==> src/hdl/cfr_pkg.sv <==
`timescale 1ns / 1ps
// Types, codes and sizes of the clock frame replacement unit.
// No dependencies; used by the top level and the checker.
package cfr_pkg;

  localparam int NUM_FRAMES = 64;
  localparam int FRAME_AW   = (NUM_FRAMES > 1) ? $clog2(NUM_FRAMES) : 1;
  localparam int CNT_W      = $clog2(NUM_FRAMES + 1);
  localparam int GRP_SIZE   = 8;
  localparam int GROUPS     = (NUM_FRAMES + GRP_SIZE - 1) / GRP_SIZE;
  localparam int ENTRY_W    = 2;

  localparam logic [2:0] MODE_ALLOC  = 3'd0;
  localparam logic [2:0] MODE_FREE   = 3'd1;
  localparam logic [2:0] MODE_PIN    = 3'd2;
  localparam logic [2:0] MODE_UNPIN  = 3'd3;
  localparam logic [2:0] MODE_ACCESS = 3'd4;

  localparam logic [1:0] STATUS_OK         = 2'd0;
  localparam logic [1:0] STATUS_NOT_IN_USE = 2'd1;
  localparam logic [1:0] STATUS_NO_FRAME   = 2'd2;

  typedef logic [FRAME_AW-1:0] frame_t;

  typedef struct packed {
    logic [2:0] mode;
    logic [5:0] frame_index;
  } cfr_req_t;

  typedef struct packed {
    logic [5:0] result_frame;
    logic [1:0] status;
    logic       evicted;
  } cfr_rsp_t;

  // per-frame flags kept in the frame memory
  typedef struct packed {
    logic pinned;
    logic accessed;
  } cfr_entry_t;

endpackage

==> src/hdl/cfr_ram.sv <==
`timescale 1ns / 1ps
// Generic simple dual-port RAM: one write port, one read port, registered read.
// No dependencies.
module cfr_ram #(
  parameter int WIDTH = 8,
  parameter int DEPTH = 64
) (
  input  logic                           clk_i,
  input  logic                           we_i,
  input  logic [$clog2(DEPTH)-1:0]       waddr_i,
  input  logic [WIDTH-1:0]               wdata_i,
  input  logic [$clog2(DEPTH)-1:0]       raddr_i,
  output logic [WIDTH-1:0]               rdata_o
);

  logic [WIDTH-1:0] mem_q [DEPTH];

  always_ff @(posedge clk_i) begin
    if (we_i) begin
      mem_q[waddr_i] <= wdata_i;
    end
    rdata_o <= mem_q[raddr_i];
  end

endmodule

==> src/hdl/clock_frame_replacement_unit.sv <==
`timescale 1ns / 1ps
// Frame table with clock (second-chance) replacement.
// Depends on cfr_pkg and cfr_ram.
//
// A request is taken when start is high and busy is low; its single result is
// shown on rsp_o for one cycle with done_o high, and the receiver cannot stall.
// Pinned and accessed flags live in a one-read, one-write RAM; the in-use bits
// live in flops and feed a registered lowest-free-frame search. An unknown
// mode or a frame not in use is answered straight from idle; free, pin, unpin
// and access read the flags, then write them back; an allocation takes a free
// frame if the search shows one, answers no-frame if every frame is pinned,
// and else sweeps from the hand, one RAM read per cycle, until it evicts a frame.
// busy is low again in the cycle done_o is shown.
module clock_frame_replacement_unit (
  input  logic              clk_i,
  input  logic              rst_ni,
  input  logic              start,
  output logic              busy,
  input  cfr_pkg::cfr_req_t req_i,
  output logic              done_o,
  output cfr_pkg::cfr_rsp_t rsp_o
);
  import cfr_pkg::*;

  localparam logic [1:0] ST_IDLE  = 2'd0;
  localparam logic [1:0] ST_RMW   = 2'd1;
  localparam logic [1:0] ST_ALLOC = 2'd2;
  localparam logic [1:0] ST_SWEEP = 2'd3;

  logic [1:0]            state_q, state_d;
  cfr_req_t              req_q, req_d;
  frame_t                hand_q, hand_d;
  frame_t                pos_q, pos_d;
  logic [NUM_FRAMES-1:0] in_use_q, in_use_d;
  logic [CNT_W-1:0]      pin_cnt_q, pin_cnt_d;
  cfr_rsp_t              rsp_q, rsp_d;
  logic                  done_q, done_d;

  logic                  grp_free_q [GROUPS];
  logic [2:0]            grp_local_q [GROUPS];
  logic                  grp_free_d [GROUPS];
  logic [2:0]            grp_local_d [GROUPS];
  logic [GROUPS*GRP_SIZE-1:0] pad_used;

  logic                  ram_we;
  frame_t                ram_waddr;
  cfr_entry_t            ram_wdata;
  frame_t                ram_raddr;
  cfr_entry_t            ram_rdata;

  frame_t                idx_in;
  frame_t                idx_req;
  logic                  idx_ok;
  frame_t                pos_next;
  logic                  found;
  frame_t                found_frame;

  cfr_ram #(
    .WIDTH (ENTRY_W),
    .DEPTH (NUM_FRAMES)
  ) u_frame_ram (
    .clk_i   (clk_i),
    .we_i    (ram_we),
    .waddr_i (ram_waddr),
    .wdata_i (ram_wdata),
    .raddr_i (ram_raddr),
    .rdata_o (ram_rdata)
  );

  // First stage of the free-frame search: lowest free slot within each group.
  always_comb begin
    pad_used = '1;
    pad_used[NUM_FRAMES-1:0] = in_use_q;
    for (int g = 0; g < GROUPS; g++) begin
      grp_free_d[g]  = 1'b0;
      grp_local_d[g] = '0;
      for (int b = GRP_SIZE - 1; b >= 0; b--) begin
        if (!pad_used[g*GRP_SIZE + b]) begin
          grp_free_d[g]  = 1'b1;
          grp_local_d[g] = 3'(b);
        end
      end
    end
  end

  // Second stage: lowest group with a free slot.
  always_comb begin
    found       = 1'b0;
    found_frame = '0;
    for (int g = GROUPS - 1; g >= 0; g--) begin
      if (grp_free_q[g]) begin
        found       = 1'b1;
        found_frame = FRAME_AW'(g * GRP_SIZE + int'(grp_local_q[g]));
      end
    end
  end

  assign idx_in   = FRAME_AW'(req_i.frame_index);
  assign idx_req  = FRAME_AW'(req_q.frame_index);
  assign idx_ok   = int'(req_i.frame_index) < NUM_FRAMES;
  assign pos_next = (pos_q == FRAME_AW'(NUM_FRAMES - 1)) ? '0 : pos_q + 1'b1;

  always_comb begin
    state_d   = state_q;
    req_d     = req_q;
    hand_d    = hand_q;
    pos_d     = pos_q;
    in_use_d  = in_use_q;
    pin_cnt_d = pin_cnt_q;
    rsp_d     = rsp_q;
    done_d    = 1'b0;
    ram_we    = 1'b0;
    ram_waddr = pos_q;
    ram_wdata = '0;
    ram_raddr = pos_q;

    unique case (state_q)
      ST_IDLE: begin
        if (start) begin
          req_d = req_i;
          priority if (req_i.mode == MODE_ALLOC) begin
            state_d = ST_ALLOC;
          end else if (req_i.mode > MODE_ACCESS) begin
            rsp_d  = '{result_frame: req_i.frame_index, status: STATUS_OK, evicted: 1'b0};
            done_d = 1'b1;
          end else if (!idx_ok || !in_use_q[idx_in]) begin
            rsp_d  = '{result_frame: req_i.frame_index, status: STATUS_NOT_IN_USE,
                       evicted: 1'b0};
            done_d = 1'b1;
          end else begin
            ram_raddr = idx_in;
            state_d   = ST_RMW;
          end
        end
      end

      ST_RMW: begin
        ram_we    = 1'b1;
        ram_waddr = idx_req;
        unique case (req_q.mode)
          MODE_FREE: begin
            in_use_d[idx_req] = 1'b0;
            ram_wdata         = '0;
            if (ram_rdata.pinned) begin
              pin_cnt_d = pin_cnt_q - 1'b1;
            end
          end
          MODE_PIN: begin
            ram_wdata = '{pinned: 1'b1, accessed: ram_rdata.accessed};
            if (!ram_rdata.pinned) begin
              pin_cnt_d = pin_cnt_q + 1'b1;
            end
          end
          MODE_UNPIN: begin
            ram_wdata = '{pinned: 1'b0, accessed: ram_rdata.accessed};
            if (ram_rdata.pinned) begin
              pin_cnt_d = pin_cnt_q - 1'b1;
            end
          end
          default: begin
            ram_wdata = '{pinned: ram_rdata.pinned, accessed: 1'b1};
          end
        endcase
        rsp_d   = '{result_frame: req_q.frame_index, status: STATUS_OK, evicted: 1'b0};
        done_d  = 1'b1;
        state_d = ST_IDLE;
      end

      ST_ALLOC: begin
        priority if (found) begin
          in_use_d[found_frame] = 1'b1;
          ram_we    = 1'b1;
          ram_waddr = found_frame;
          ram_wdata = '0;
          rsp_d     = '{result_frame: 6'(found_frame), status: STATUS_OK, evicted: 1'b0};
          done_d    = 1'b1;
          state_d   = ST_IDLE;
        end else if (pin_cnt_q == CNT_W'(NUM_FRAMES)) begin
          rsp_d   = '{result_frame: 6'd0, status: STATUS_NO_FRAME, evicted: 1'b0};
          done_d  = 1'b1;
          state_d = ST_IDLE;
        end else begin
          ram_raddr = hand_q;
          pos_d     = hand_q;
          state_d   = ST_SWEEP;
        end
      end

      ST_SWEEP: begin
        // ram_rdata holds the flags of the frame at the sweep position pos_q
        if (!ram_rdata.pinned && !ram_rdata.accessed) begin
          hand_d  = pos_next;
          rsp_d   = '{result_frame: 6'(pos_q), status: STATUS_OK, evicted: 1'b1};
          done_d  = 1'b1;
          state_d = ST_IDLE;
        end else begin
          // clear the second chance of an unpinned frame, then advance the sweep position
          if (!ram_rdata.pinned) begin
            ram_we    = 1'b1;
            ram_waddr = pos_q;
            ram_wdata = '0;
          end
          ram_raddr = pos_next;
          pos_d     = pos_next;
        end
      end

      default: state_d = ST_IDLE;
    endcase
  end

  always_ff @(posedge clk_i or negedge rst_ni) begin
    if (!rst_ni) begin
      state_q   <= ST_IDLE;
      hand_q    <= '0;
      in_use_q  <= '0;
      pin_cnt_q <= '0;
      done_q    <= 1'b0;
      for (int g = 0; g < GROUPS; g++) begin
        grp_free_q[g]  <= 1'b0;
        grp_local_q[g] <= '0;
      end
    end else begin
      state_q   <= state_d;
      hand_q    <= hand_d;
      in_use_q  <= in_use_d;
      pin_cnt_q <= pin_cnt_d;
      done_q    <= done_d;
      for (int g = 0; g < GROUPS; g++) begin
        grp_free_q[g]  <= grp_free_d[g];
        grp_local_q[g] <= grp_local_d[g];
      end
    end
  end

  always_ff @(posedge clk_i) begin
    req_q <= req_d;
    pos_q <= pos_d;
    rsp_q <= rsp_d;
  end

  assign busy   = (state_q != ST_IDLE);
  assign done_o = done_q;
  assign rsp_o  = rsp_q;

endmodule

==> config.mk <==
export PLATFORM = sky130hd
export DESIGN_NAME = clock_frame_replacement_unit
export DESIGN_NICKNAME = d
export VERILOG_FILES = /design/src/hdl/cfr_pkg.sv /design/src/hdl/cfr_ram.sv /design/src/hdl/clock_frame_replacement_unit.sv
export SDC_FILE = /design/constraint.sdc
export NUM_CORES = 1
export LEC_CHECK = 0
export BUFFER_PORTS_ARGS = -buffer_cell sky130_fd_sc_hd__buf_2
export CORE_UTILIZATION = 45
export DETAILED_ROUTE_END_ITERATION = 6
export PLACE_DENSITY = 0.57
export SLEW_MARGIN = 10
export SYNTH_ARGS = -nofsm -noshare
export SYNTH_HDL_FRONTEND = slang
export SYNTH_SLANG_ARGS = --single-unit
==> constraint.sdc <==
create_clock -name clk_i -period 6.35 [get_ports clk_i]
set_clock_uncertainty 0.1 [all_clocks]
set_input_delay 1.27 -clock clk_i [delete_from_list [all_inputs] [get_ports clk_i]]
set_output_delay 1.27 -clock clk_i [all_outputs]
set_load 0.05 [all_outputs]
Yosys cells after proc, flatten, opt, wreduce, memory -nomap -nowiden
Memory sizes are Yosys's and may differ from the RTL's. A register that Yosys moved wholly into a read port is not among the register bits.
Cells that the tools add are included.
Word-level totals
  bits of input ports: 12
  register bits: 136
  memories: 1
  word-level logic and storage cells: 284
  bits in writable memories: 128
Memories
  u_frame_ram.mem_q: words 64, width 2, rd ports 1, clocked after memory_dff 1, write ports 1, RTL line cfr_ram.sv:16  | logic [WIDTH-1:0] mem_q [DEPTH];
Cells by class
  muxes and demuxes: 200
  reductions and logical operators: 18
  order comparisons: 6
  add/subtract/negate cells: 10
  bitwise operators: 3
  eq/ne operators: 19
Operators by type and width (count)
  $mux W3: 64
  $mux W64: 2
  $pmux W64 S2: 1
  $mux W6: 17
  $mux W1: 87
  $and A64 B64 Y64: 1
  $not A64 Y64: 1
  $or A64 B64 Y64: 1
  $mux W9: 7
  $pmux W9 S4: 1
  $add A6 B3 Y6 const A: 4
  $pmux W6 S2: 2
  $lt A6 B7 Y1 const B: 3
  $pmux W6 S3: 1
  $mux W2: 8
  $mux W7: 2
  $pmux W7 S2: 1
  $add A5 B3 Y6 const A: 2
  $demux W1 S6: 2
  $ge A6 B1 Y1 const B: 2
  $ne A3 B3 Y1 const B: 4
  $ne A2 B2 Y1 const B: 5
  $pmux W2 S4: 1
  $reduce_and A4 Y1: 2
  25 further kinds: 35

Logic depth before layout (Yosys ltp)
Gate-level depths: netlist of run 1.
  depth after elaboration: 16
  depth in mapped cells: 17

By module
Synthesis of run 1 repeated with hierarchy kept, for this count alone.
Unflattened totals
  cells, all modules: 1109
  area total of the unflattened synthesis: 12897.4 um2
Modules (own cells, without submodules)
  clock_frame_replacement_unit: cells an instance 785, times used 1, area each 7499.7 um2, sequential area each 3523.4 um2
  cfr_ram: cells an instance 324, times used 1, area each 5397.7 um2, sequential area each 3883.7 um2

Worst setup path after synthesis of run 1
Ideal clock, no wire load.
  path type: reg2reg
  from: register state_q[1]
  to: memory u_frame_ram.mem_q[0][1] (netlist bit), data pin
  period minus slack after synthesis: 4.354 ns
  data required time: 5.569 ns
  setup slack: 1.996 ns
  arrival: 3.573 ns
  stages on the path, launching flop included: 6
  buffers on the path: 1
  cells stage by stage: dfrtp_1 > inv_1 > ha_1 > clkbuf_1 > inv_1 > nor3_1
RTL lines
  start, declared: RTL line clock_frame_replacement_unit.sv:30  | logic [1:0] state_q, state_d;
  start signal, assigned: RTL line clock_frame_replacement_unit.sv:224  | state_q <= state_d;
  end, declared: RTL line cfr_ram.sv:16

Final worst setup path of run 1
  from: input port req_i[0] (netlist bit)
  to: register u_frame_ram.rdata_o[0], read port of u_frame_ram.mem_q
Between the ends
  cells in the longest elaborated chain, start to end: 7
Ends and longest elaborated chain
  start, declared: RTL line clock_frame_replacement_unit.sv:19  | input cfr_pkg::cfr_req_t req_i,
  $bmux W1 S6: RTL line clock_frame_replacement_unit.sv:126  | end else if (!idx_ok || !in_use_q[idx_in]) begin
  $mux W1 (not written as such): RTL line clock_frame_replacement_unit.sv:126
  $mux W6 (*): RTL line clock_frame_replacement_unit.sv:126
  $mux W6 (*): RTL line clock_frame_replacement_unit.sv:123  | end else if (req_i.mode > MODE_ACCESS) begin
  $mux W6 (*): RTL line clock_frame_replacement_unit.sv:121  | priority if (req_i.mode == MODE_ALLOC) begin
  $mux W6 (*): RTL line clock_frame_replacement_unit.sv:119  | if (start) begin
  $pmux W6 S3 (*): RTL line clock_frame_replacement_unit.sv:117  | unique case (state_q)
  end, declared: RTL line cfr_ram.sv:13  | output logic [WIDTH-1:0] rdata_o
Mark *: on every way between the ends. The rest lies on a longest branch, timed or not. The select of a mux whose other input is x is not followed.
A chain may end at the register's enable or synchronous reset.

==> results.py, run 1 <==
metrics = {
    "floorplanning": {
        "die_area_sq_um": 29600,
        "die_h_um": 172,
        "coreArea_sq_um": 28100,
        "row_count": 61,
        "start_util_pct": 46.3,
        "ios": 23,
        "die_w_um": 172,
    },
    "detailed_routing": {
        "wl_per_cell_um": 22.4,
        "avgViaCountPerCell": 6.04,
        "ant_nets": 0,
        "routed_wl_um": 35100,
        "vias": 9470,
        "first_pass_iters": 5,
        "drt_iter0_drc": 942,
        "drcViolationCount": 0,
    },
    "global_routing": {
        "antenna_found_initial": 0,
        "grt_pass1_wl_um": 53800,
        "grt_max_degree": 65,
        "grt_pass1_vias": 9008,
        "groute.usage.overall_pct": 24.2,
        "overflow": 0,
    },
    "timing": {
        "tns_ns": 0,
        "rsz0062_at_grt": "false",
        "fin_crit_ns": 4.88,
        "final_hold_viol_count": 0,
        "relSlewSlack_pct": 42.7,
        "slew_violations": 0,
        "max_freq_mhz": 205,
        "setup_viol": 0,
        "tightestPinTransition_ns": 0.857,
        "period_share_pct": 76.8,
        "finalHoldWorstSlack_ns": 0.362,
    },
    "finish": {
        "multi_input_area_sq_um": 5180,
        "fin_nets": 1189,
        "drive_gt1_share_pct": 10.2,
        "n_antenna_cell": 0,
        "final_cell_mix": "o21ai_0 (157), edfxtp_1 (152), nor2_1 (118), nand2_1 (112), dfrtp_1 (112)",
        "area_delta_synth_final_pct": 11.1,
        "seqCellArea_sq_um": 7410,
        "fin_util_pct": 51.5,
        "layout_commonest_cell": "o21ai_0",
        "n_fill_cell": 2527,
    },
    "placed_design": {
        "place_congestion": 0.852,
        "portBuffers": 22,
        "dp_hpwl_um": 23200,
    },
    "cts": {
        "post_cts_resized": 0,
        "clock_latency_ns": 0.55,
        "cts_sinks": 266,
        "numCtsBuffers": 30,
        "clk_pin_slew_worst_paths_ns": 0.06,
        "cts-root-buf": "clkbuf_16",
        "cts_buffer_depth": 3,
        "cts_tree": "built",
        "post_cts_buffers": 0,
        "cts_max_level": 1,
        "hold_buffers": 0,
    },
    "hold_path": {
        "whs_endpoint": "pin_cnt_q[6]",
        "hold_start": "pin_cnt_q[6]",
        "hold_path_class": "reg2reg",
        "hold_depth": 1,
    },
    "pwr": {
        "peakVddDrop_v": 0.000328,
        "p_seq_share_pct": 33.1,
        "p_sw_w": 0.00291,
        "combPwrFrac_pct": 40.9,
        "power.share.clock_pct": 26.0,
        "swShare_pct": 40.1,
        "cellLeakagePower_nw": 5.37,
        "p_int_w": 0.00435,
        "cellPowerDensity_nw_per_um2": 502,
    },
    "logic_synthesis": {
        "ys.flop_type": "edfxtp_1",
        "yosysWarningCount": 0,
        "yosys.area.top_type": "edfxtp_1",
        "yosys.area_share.adder_pct": 1.12,
        "synth_xor_area_share_pct": 0.808,
        "synth_edf_count": 152,
        "synth_top_area_share_pct": 35.1,
        "synth.distinct_cells": 70,
        "ys_ff_latch": 266,
        "synth.area.mux_share_pct": 9.44,
        "yosys.area_share.simple_pct": 12.8,
        "syn_area_sq_um": 13000,
        "ys_async_sr_fraction_pct": 42.1,
        "synth_nets": 1177,
        "synth_compound_area_share_pct": 15.6,
        "ys_seq_area_share_pct": 57.0,
        "yosys-top-cells-area": "edfxtp_1 (35%), dfrtp_1 (22%), o21ai_0 (6.0%), mux2i_1 (5.5%), nor2_1 (3.4%)",
        "synth_top_family_by_area": "compound AO/OA/AOI/OAI gates",
        "synth_cells": 1154,
        "postSynthAreaPerCell_sq_um": 11.3,
    },
    "setup_path": {
        "required_ns": 6.70,
        "r2r-start": "grp_free_q[3]",
        "reg2reg_slack_ns": 1.66,
        "start_kind": "primary input",
        "cp_max_fo": 35,
        "crit_arrival_ns": 5.22,
        "r2r-end": "u_frame_ram.rdata_o[0]",
        "worst-setup-path-type": "in2reg",
        "r2r_cells": 12,
        "critical_path.endpoint_type": "flip-flop",
    },
    "status": {
        "status": "complete, no violations",
    },
    "flow_run": {
        "maxCapViolations": 0,
    },
}
## cell families (layout without fill, tap and decap cells)
kind of cell             after synthesis  after routing
XOR/XNOR                              12             12
buffers and inverters                 80            115
AO/OA/AOI/OAI                        326            326
adder cells (fa/ha/maj)               11             11
multiplexers                         101            101
flip-flops                           266            266
AND/OR/NAND/NOR                      358            358
## per-stage QoR
step / cells / setup WS (ns) / power [W] / cell area (sq um)
2_1_floorplan: 1154 / 2.00 / 0.00462 / 13000
3_3_place_gp: 1512 / 0.944 / 0.00535 / 13400
3_5_place_dp: 1512 / 0.941 / 0.00538 / 13400
4_1_cts: 1567 / 1.52 / 0.00728 / 14500
5_1_grt: 1567 / 1.20 / 0.00764 / 14500
6_report: 1567 / 1.47 / 0.00726 / 14500
## synthesized netlist by cell type, drive strengths merged (11+ instances only)
cell	instances
a31oi	13
edfxtp	152
mux2i	72
mux2	14
a22oi	33
a211oi	20
mux4	15
nand2	112
dfrtp	112
a21oi	34
nor3	11
nor2	120
nand3	39
nand4	12
buf	32
or3	14
inv	30
clkbuf	18
o21ai	157
## registers in the layout, summed over array words and instances, names as in the netlist, 7 cells and up
signal             flops
in_use_q              64
grp_local_q           24
u_frame_ram.mem_q    128
pin_cnt_q              7
rsp_o                  9
grp_free_q             8
## layer usage
metal / GRT usage (%) / vias to the layer above / share of wire, %
li1: - / 4362 / -
met1: 35.6 / 4700 / 46
met2: 37.2 / 338 / 45
met3: 3.36 / 70 / 6.1
met4: 6.73 / 0 / 2.8
met5: 0 / - / 0
## worst max path at each step
stage	end	start	slack (ns)
finish	u_frame_ram.rdata_o[0]	req_i[0]	1.47
global placement	u_frame_ram.rdata_o[0]	req_i[0]	0.94
CTS	u_frame_ram.rdata_o[0]	req_i[0]	1.52
floorplan	u_frame_ram.mem_q[0][1]	state_q[1]	2.00
detailed placement	u_frame_ram.rdata_o[0]	req_i[0]	0.94
global route	u_frame_ram.rdata_o[1]	req_i[0]	1.20
## power groups by stage
| stage | registers (W) | logic [W] | clock network, W |
|---|---|---|---|
| after floorplan | 0.00244 | 0.00218 | 0 |
| after global placement | 0.00243 | 0.00293 | 0 |
| after detailed placement | 0.00243 | 0.00295 | 0 |
| after CTS | 0.00240 | 0.00296 | 0.00192 |
| after global routing | 0.00243 | 0.00322 | 0.00199 |
| final | 0.00240 | 0.00297 | 0.00189 |
## worst max-delay path: stages
cell	delay (ns)
buf_2	0.59
mux4_2	0.59
o22ai_1	0.17
nor2_1	0.14
and4_1	0.25
a2111oi_0	0.51
or2_4	0.62
buf_12	0.26
mux2i_1	0.30
a22oi_1	0.13
nand3_1	0.13
nand4_1	0.09
o31a_1	0.12
## area by class of cell
class,instances,share of cell area [%]
Sequential cell,266,51.3
Multi-Input combinational cell,808,35.9
Clock buffer,34,5.52
Tap cell,378,3.27
Clock inverter,21,2.03
Timing Repair Buffer,30,1.28
Inverter,30,0.779
Power figures use the tool's default switching activity.
==> run 2, diff against run 1 <==
- clock period: 6.35 -> 5.1 ns (I/O delays scaled with it)
==> run 2 against run 1 <==
Compared with the run above: global-route usage is 0.23 points higher; non-clock buffer count is 8 higher; via count is 0.18% higher; critical endpoint is now u_frame_ram.rdata_o[1]; worst setup slack worse by 0.95 ns; sequential share of layout area is 0.34 points higher.
==> results.py, run 2 (synthesis gave the netlist of run 1 again) <==
metrics = {
    "finish": {
        "largest_register_ffs": 128,
        "layout_commonest_cell": "o21ai_0",
        "fin_util_pct": 51.1,
        "drive_gt1_share_pct": 10.4,
        "fin_nets": 1196,
        "area_delta_synth_final_pct": 10.4,
        "n_antenna_cell": 0,
        "largest_register": "u_frame_ram.mem_q",
        "final_cell_mix": "o21ai_0 (157), edfxtp_1 (152), nor2_1 (118), nand2_1 (112), dfrtp_1 (112)",
        "top_regs": "u_frame_ram.mem_q x128, in_use_q x64, grp_local_q x24",
    },
    "placed_design": {
        "portBuffers": 22,
        "place_congestion": 0.867,
        "dp_hpwl_um": 23900,
    },
    "cts": {
        "cts_max_level": 1,
        "post_cts_resized": 0,
        "post_cts_buffers": 0,
        "clk_pin_slew_worst_paths_ns": 0.06,
        "cts-root-buf": "clkbuf_16",
        "cts_tree": "built",
        "clock_latency_ns": 0.55,
        "numCtsBuffers": 29,
        "cts_buffer_depth": 3,
        "hold_buffers": 0,
        "cts_sinks": 266,
    },
    "detailed_routing": {
        "first_pass_iters": 5,
        "vias": 9487,
        "avgViaCountPerCell": 6.03,
        "ant_nets": 0,
        "drt_iter0_drc": 805,
        "routed_wl_um": 35200,
        "drcViolationCount": 0,
        "wl_per_cell_um": 22.4,
    },
    "hold_path": {
        "whs_endpoint": "pin_cnt_q[6]",
        "hold_depth": 1,
        "hold_start": "pin_cnt_q[6]",
        "hold_path_class": "reg2reg",
    },
    "setup_path": {
        "critical_path.endpoint_type": "flip-flop",
        "crit_arrival_ns": 4.92,
        "r2r_cells": 13,
        "required_ns": 5.44,
        "cp_max_fo": 11,
        "start_kind": "flip-flop",
        "reg2reg_slack_ns": 0.52,
        "r2r-end": "u_frame_ram.rdata_o[1]",
        "worst-setup-path-type": "reg2reg",
        "r2r-start": "grp_free_q[4]",
    },
    "global_routing": {
        "overflow": 0,
        "grt_pass1_wl_um": 54400,
        "antenna_found_initial": 0,
        "groute.usage.overall_pct": 24.4,
        "grt_pass1_vias": 9098,
        "grt_max_degree": 65,
    },
    "timing": {
        "fin_crit_ns": 4.58,
        "final_hold_viol_count": 0,
        "setup_viol": 0,
        "relSlewSlack_pct": 24.6,
        "rsz0062_at_grt": "false",
        "max_freq_mhz": 219,
        "slew_violations": 0,
        "tns_ns": 0,
        "tightestPinTransition_ns": 1.12,
        "period_share_pct": 89.7,
    },
    "pwr": {
        "peakVddDrop_v": 0.000314,
        "cellLeakagePower_nw": 5.34,
        "cellPowerDensity_nw_per_um2": 612,
    },
    "floorplanning": {
        "start_util_pct": 46.3,
        "die_w_um": 172,
        "die_h_um": 172,
        "row_count": 61,
        "coreArea_sq_um": 28100,
        "die_area_sq_um": 29600,
        "ios": 23,
    },
    "flow_run": {
        "maxCapViolations": 0,
    },
    "status": {
        "status": "complete, no violations",
    },
}
## run 2: changes by cell type in the layout (fill, tap and decap cells not counted)
cell / previous run / this run
clkinvlp_2: 2 / 0
bufinv_16: 7 / 2
clkinv_1: 3 / 6
clkinvlp_4: 2 / 1
buf_12: 1 / 3
clkbuf_16: 31 / 29
clkbuf_8: 1 / 0
clkinv_4: 2 / 5
buf_4: 8 / 14
clkinv_2: 4 / 7
## run 2: cell type report
cell class                      instances  area [sq um]
Clock buffer                           31           733
Multi-Input combinational cell        808          5180
Tap cell                              378           473
Sequential cell                       266          7410
Clock inverter                         22           178
Fill cell                            2606         13700
Timing Repair Buffer                   38           270
Inverter                               30           113
## run 2: through the flow
stage / setup WS, ns / std cells / cell area, sq um / hold WS [ns] / total power [W]
2_1_floorplan: 0.746 / 1154 / 13000 / 0.337 / 0.00575
3_3_place_gp: 0.315 / 1520 / 13400 / 0.353 / 0.00675
3_5_place_dp: 0.312 / 1520 / 13400 / 0.361 / 0.00679
4_1_cts: 0.554 / 1573 / 14400 / 0.372 / 0.00882
5_1_grt: 0.286 / 1573 / 14400 / 0.383 / 0.00924
6_report: 0.525 / 1573 / 14400 / 0.370 / 0.00879
## run 2: how the worst max path moves through the flow
| stage | from | slack (ns) | endpoint |
|---|---|---|---|
| after floorplan | state_q[1] | 0.75 | u_frame_ram.mem_q[0][1] |
| after global placement | req_i[0] | 0.32 | u_frame_ram.rdata_o[1] |
| after detailed placement | req_i[0] | 0.31 | u_frame_ram.rdata_o[1] |
| after CTS | grp_free_q[4] | 0.55 | u_frame_ram.rdata_o[1] |
| after global routing | grp_free_q[4] | 0.29 | u_frame_ram.rdata_o[1] |
| final | grp_free_q[4] | 0.52 | u_frame_ram.rdata_o[1] |
## run 2: where the power goes
part	switching, W	internal (W)	total [W]
sequential	0.000247	0.00274	0.00299
clock	0.000868	0.00114	0.00201
combinational	0.00255	0.00124	0.00379
## run 2: metal layers
metal  GRT usage, %  wire length (um)
met1           35.6             16100
met2           37.3             15600
met3           3.87              2490
met4           7.50               998
met5              0                 0
## run 2: worst max-delay path, stage by stage (launching register included)
cell and delay, ns:
dfrtp_1 0.47, or4_1 0.75, a211oi_4 0.40, buf_4 0.25, mux2_4 0.32, a211oi_1 0.30, nor3_1 0.13, mux2i_1 0.38
and2_1 0.58, buf_4 0.26, a22oi_1 0.09, nand2_1 0.07, a211oi_1 0.08, o31a_1 0.29
==> run 3, diff against run 2 <==
- CORE_UTILIZATION: 45 -> 40
- PLACE_DENSITY: 0.57 -> 0.52
==> run 3 against run 2 <==
Compared with the run above: clock-buffer cell count rose by 7; sequential cell count unchanged; via count fell by 0.63%; register-to-register slack improved by 0.19 ns; largest cell class unchanged; largest power group unchanged; highest routed layer unchanged.
==> results.py, run 3 (synthesis gave the netlist of run 1 again) <==
metrics = {
    "global_routing": {
        "overflow": 0,
        "antenna_found_initial": 0,
        "grt_max_degree": 65,
        "groute.usage.overall_pct": 22.6,
        "grt_pass1_vias": 9096,
        "grt_pass1_wl_um": 56700,
    },
    "timing": {
        "period_share_pct": 85.9,
        "rsz0062_at_grt": "false",
        "setup_viol": 0,
        "slew_violations": 0,
        "relSlewSlack_pct": 37.3,
        "fin_crit_ns": 4.38,
        "final_hold_viol_count": 0,
        "max_freq_mhz": 228,
        "finalHoldWorstSlack_ns": 0.368,
        "tns_ns": 0,
        "tightestPinTransition_ns": 0.939,
    },
    "finish": {
        "top_regs": "u_frame_ram.mem_q x128, in_use_q x64, grp_local_q x24",
        "n_antenna_cell": 0,
        "largest_register_ffs": 128,
        "fin_nets": 1194,
        "final_cells": 1630,
        "drive_gt1_share_pct": 10.5,
        "largest_register": "u_frame_ram.mem_q",
        "area_delta_synth_final_pct": 11.1,
        "layout_commonest_cell": "o21ai_0",
        "final_cell_mix": "o21ai_0 (157), edfxtp_1 (152), nor2_1 (118), nand2_1 (112), dfrtp_1 (112)",
    },
    "pwr": {
        "cellLeakagePower_nw": 5.33,
        "cellPowerDensity_nw_per_um2": 612,
        "peakVddDrop_v": 0.000311,
    },
    "detailed_routing": {
        "avgViaCountPerCell": 5.78,
        "drt_iter0_drc": 785,
        "wl_per_cell_um": 22.7,
        "ant_nets": 0,
        "drcViolationCount": 0,
        "routed_wl_um": 37000,
        "first_pass_iters": 5,
        "vias": 9427,
    },
    "cts": {
        "clock_latency_ns": 0.57,
        "post_cts_buffers": 0,
        "cts_buffer_depth": 3,
        "cts_tree": "built",
        "cts_max_level": 1,
        "cts_sinks": 266,
        "numCtsBuffers": 30,
        "post_cts_resized": 0,
        "clk_pin_slew_worst_paths_ns": 0.06,
        "cts-root-buf": "clkbuf_16",
        "hold_buffers": 0,
    },
    "floorplanning": {
        "row_count": 65,
        "start_util_pct": 40.9,
        "ios": 23,
        "die_h_um": 182,
        "die_w_um": 182,
        "coreArea_sq_um": 31800,
        "die_area_sq_um": 33200,
    },
    "placed_design": {
        "place_congestion": 0.891,
        "dp.cells": 1574,
        "portBuffers": 22,
        "dp_hpwl_um": 24500,
    },
    "setup_path": {
        "start_kind": "flip-flop",
        "r2r_cells": 11,
        "worst-setup-path-type": "reg2reg",
        "r2r-start": "grp_free_q[4]",
        "startpoint": "grp_free_q[4]",
        "required_ns": 5.46,
        "cp_max_fo": 16,
        "critical_path.endpoint_type": "flip-flop",
        "crit_arrival_ns": 4.74,
    },
    "flow_run": {
        "maxCapViolations": 0,
    },
    "hold_path": {
        "hold_start": "pin_cnt_q[6]",
        "hold_depth": 1,
        "hold_path_class": "reg2reg",
    },
    "status": {
        "status": "complete, no violations",
    },
}
[run 3: routing by layer]
metal,wire [um],global-route usage [%],part of all wire [%],vias up
met4,1100,7.13,3.0,0
met5,0,0,0,-
met1,17400,33.1,47,4696
li1,-,-,-,4368
met2,16400,34.5,44,292
met3,2140,3.07,5.8,71
[run 3: area by class of cell]
cell class / instances / area [sq um]
fillers: 2931 / 17300
repair buffers: 35 / 248
clock inverters: 18 / 149
inverters: 30 / 113
clock buffers: 38 / 801
multi-input cells: 808 / 5190
well taps: 435 / 544
flip-flops and latches: 266 / 7410
[run 3: power breakdown]
part	leakage (nW)	internal, W	switching (W)
clock network	0.449	0.00117	0.000900
logic	1.98	0.00124	0.00254
registers	2.90	0.00274	0.000255
[run 3: worst max-delay path: stages, from the launching register on]
cell and delay [ns]:
dfrtp_1 0.47, or4_1 0.73, a211oi_4 0.49, mux2_2 0.42
a211oi_1 0.23, o21ai_0 0.16, nand3_2 0.26, and2_1 0.63
a22oi_1 0.19, nand3_1 0.15, nand3_1 0.10, o31a_1 0.32
[run 3: path summary, 6_finish.rpt]
kind	end	slack, ns
max reg2reg	u_frame_ram.rdata_o[1]	0.72
max	u_frame_ram.rdata_o[1]	0.72
min reg2reg	pin_cnt_q[6]	0.37
min in group asynchronous	pin_cnt_q[3]	0.40
max in group asynchronous	in_use_q[28]	3.56
min	pin_cnt_q[6]	0.37
[run 3: metrics by stage]
stage	instance area (sq um)	worst slack (ns)	util, %	power (W)
after CTS	14500	0.760	45.4	0.00891
final	14500	0.720	45.4	0.00885
after floorplan	13000	0.746	-	0.00575
after global placement	13500	0.265	42.5	0.00682
after global routing	14500	0.487	45.4	0.00934
after detailed placement	13500	0.281	42.5	0.00683
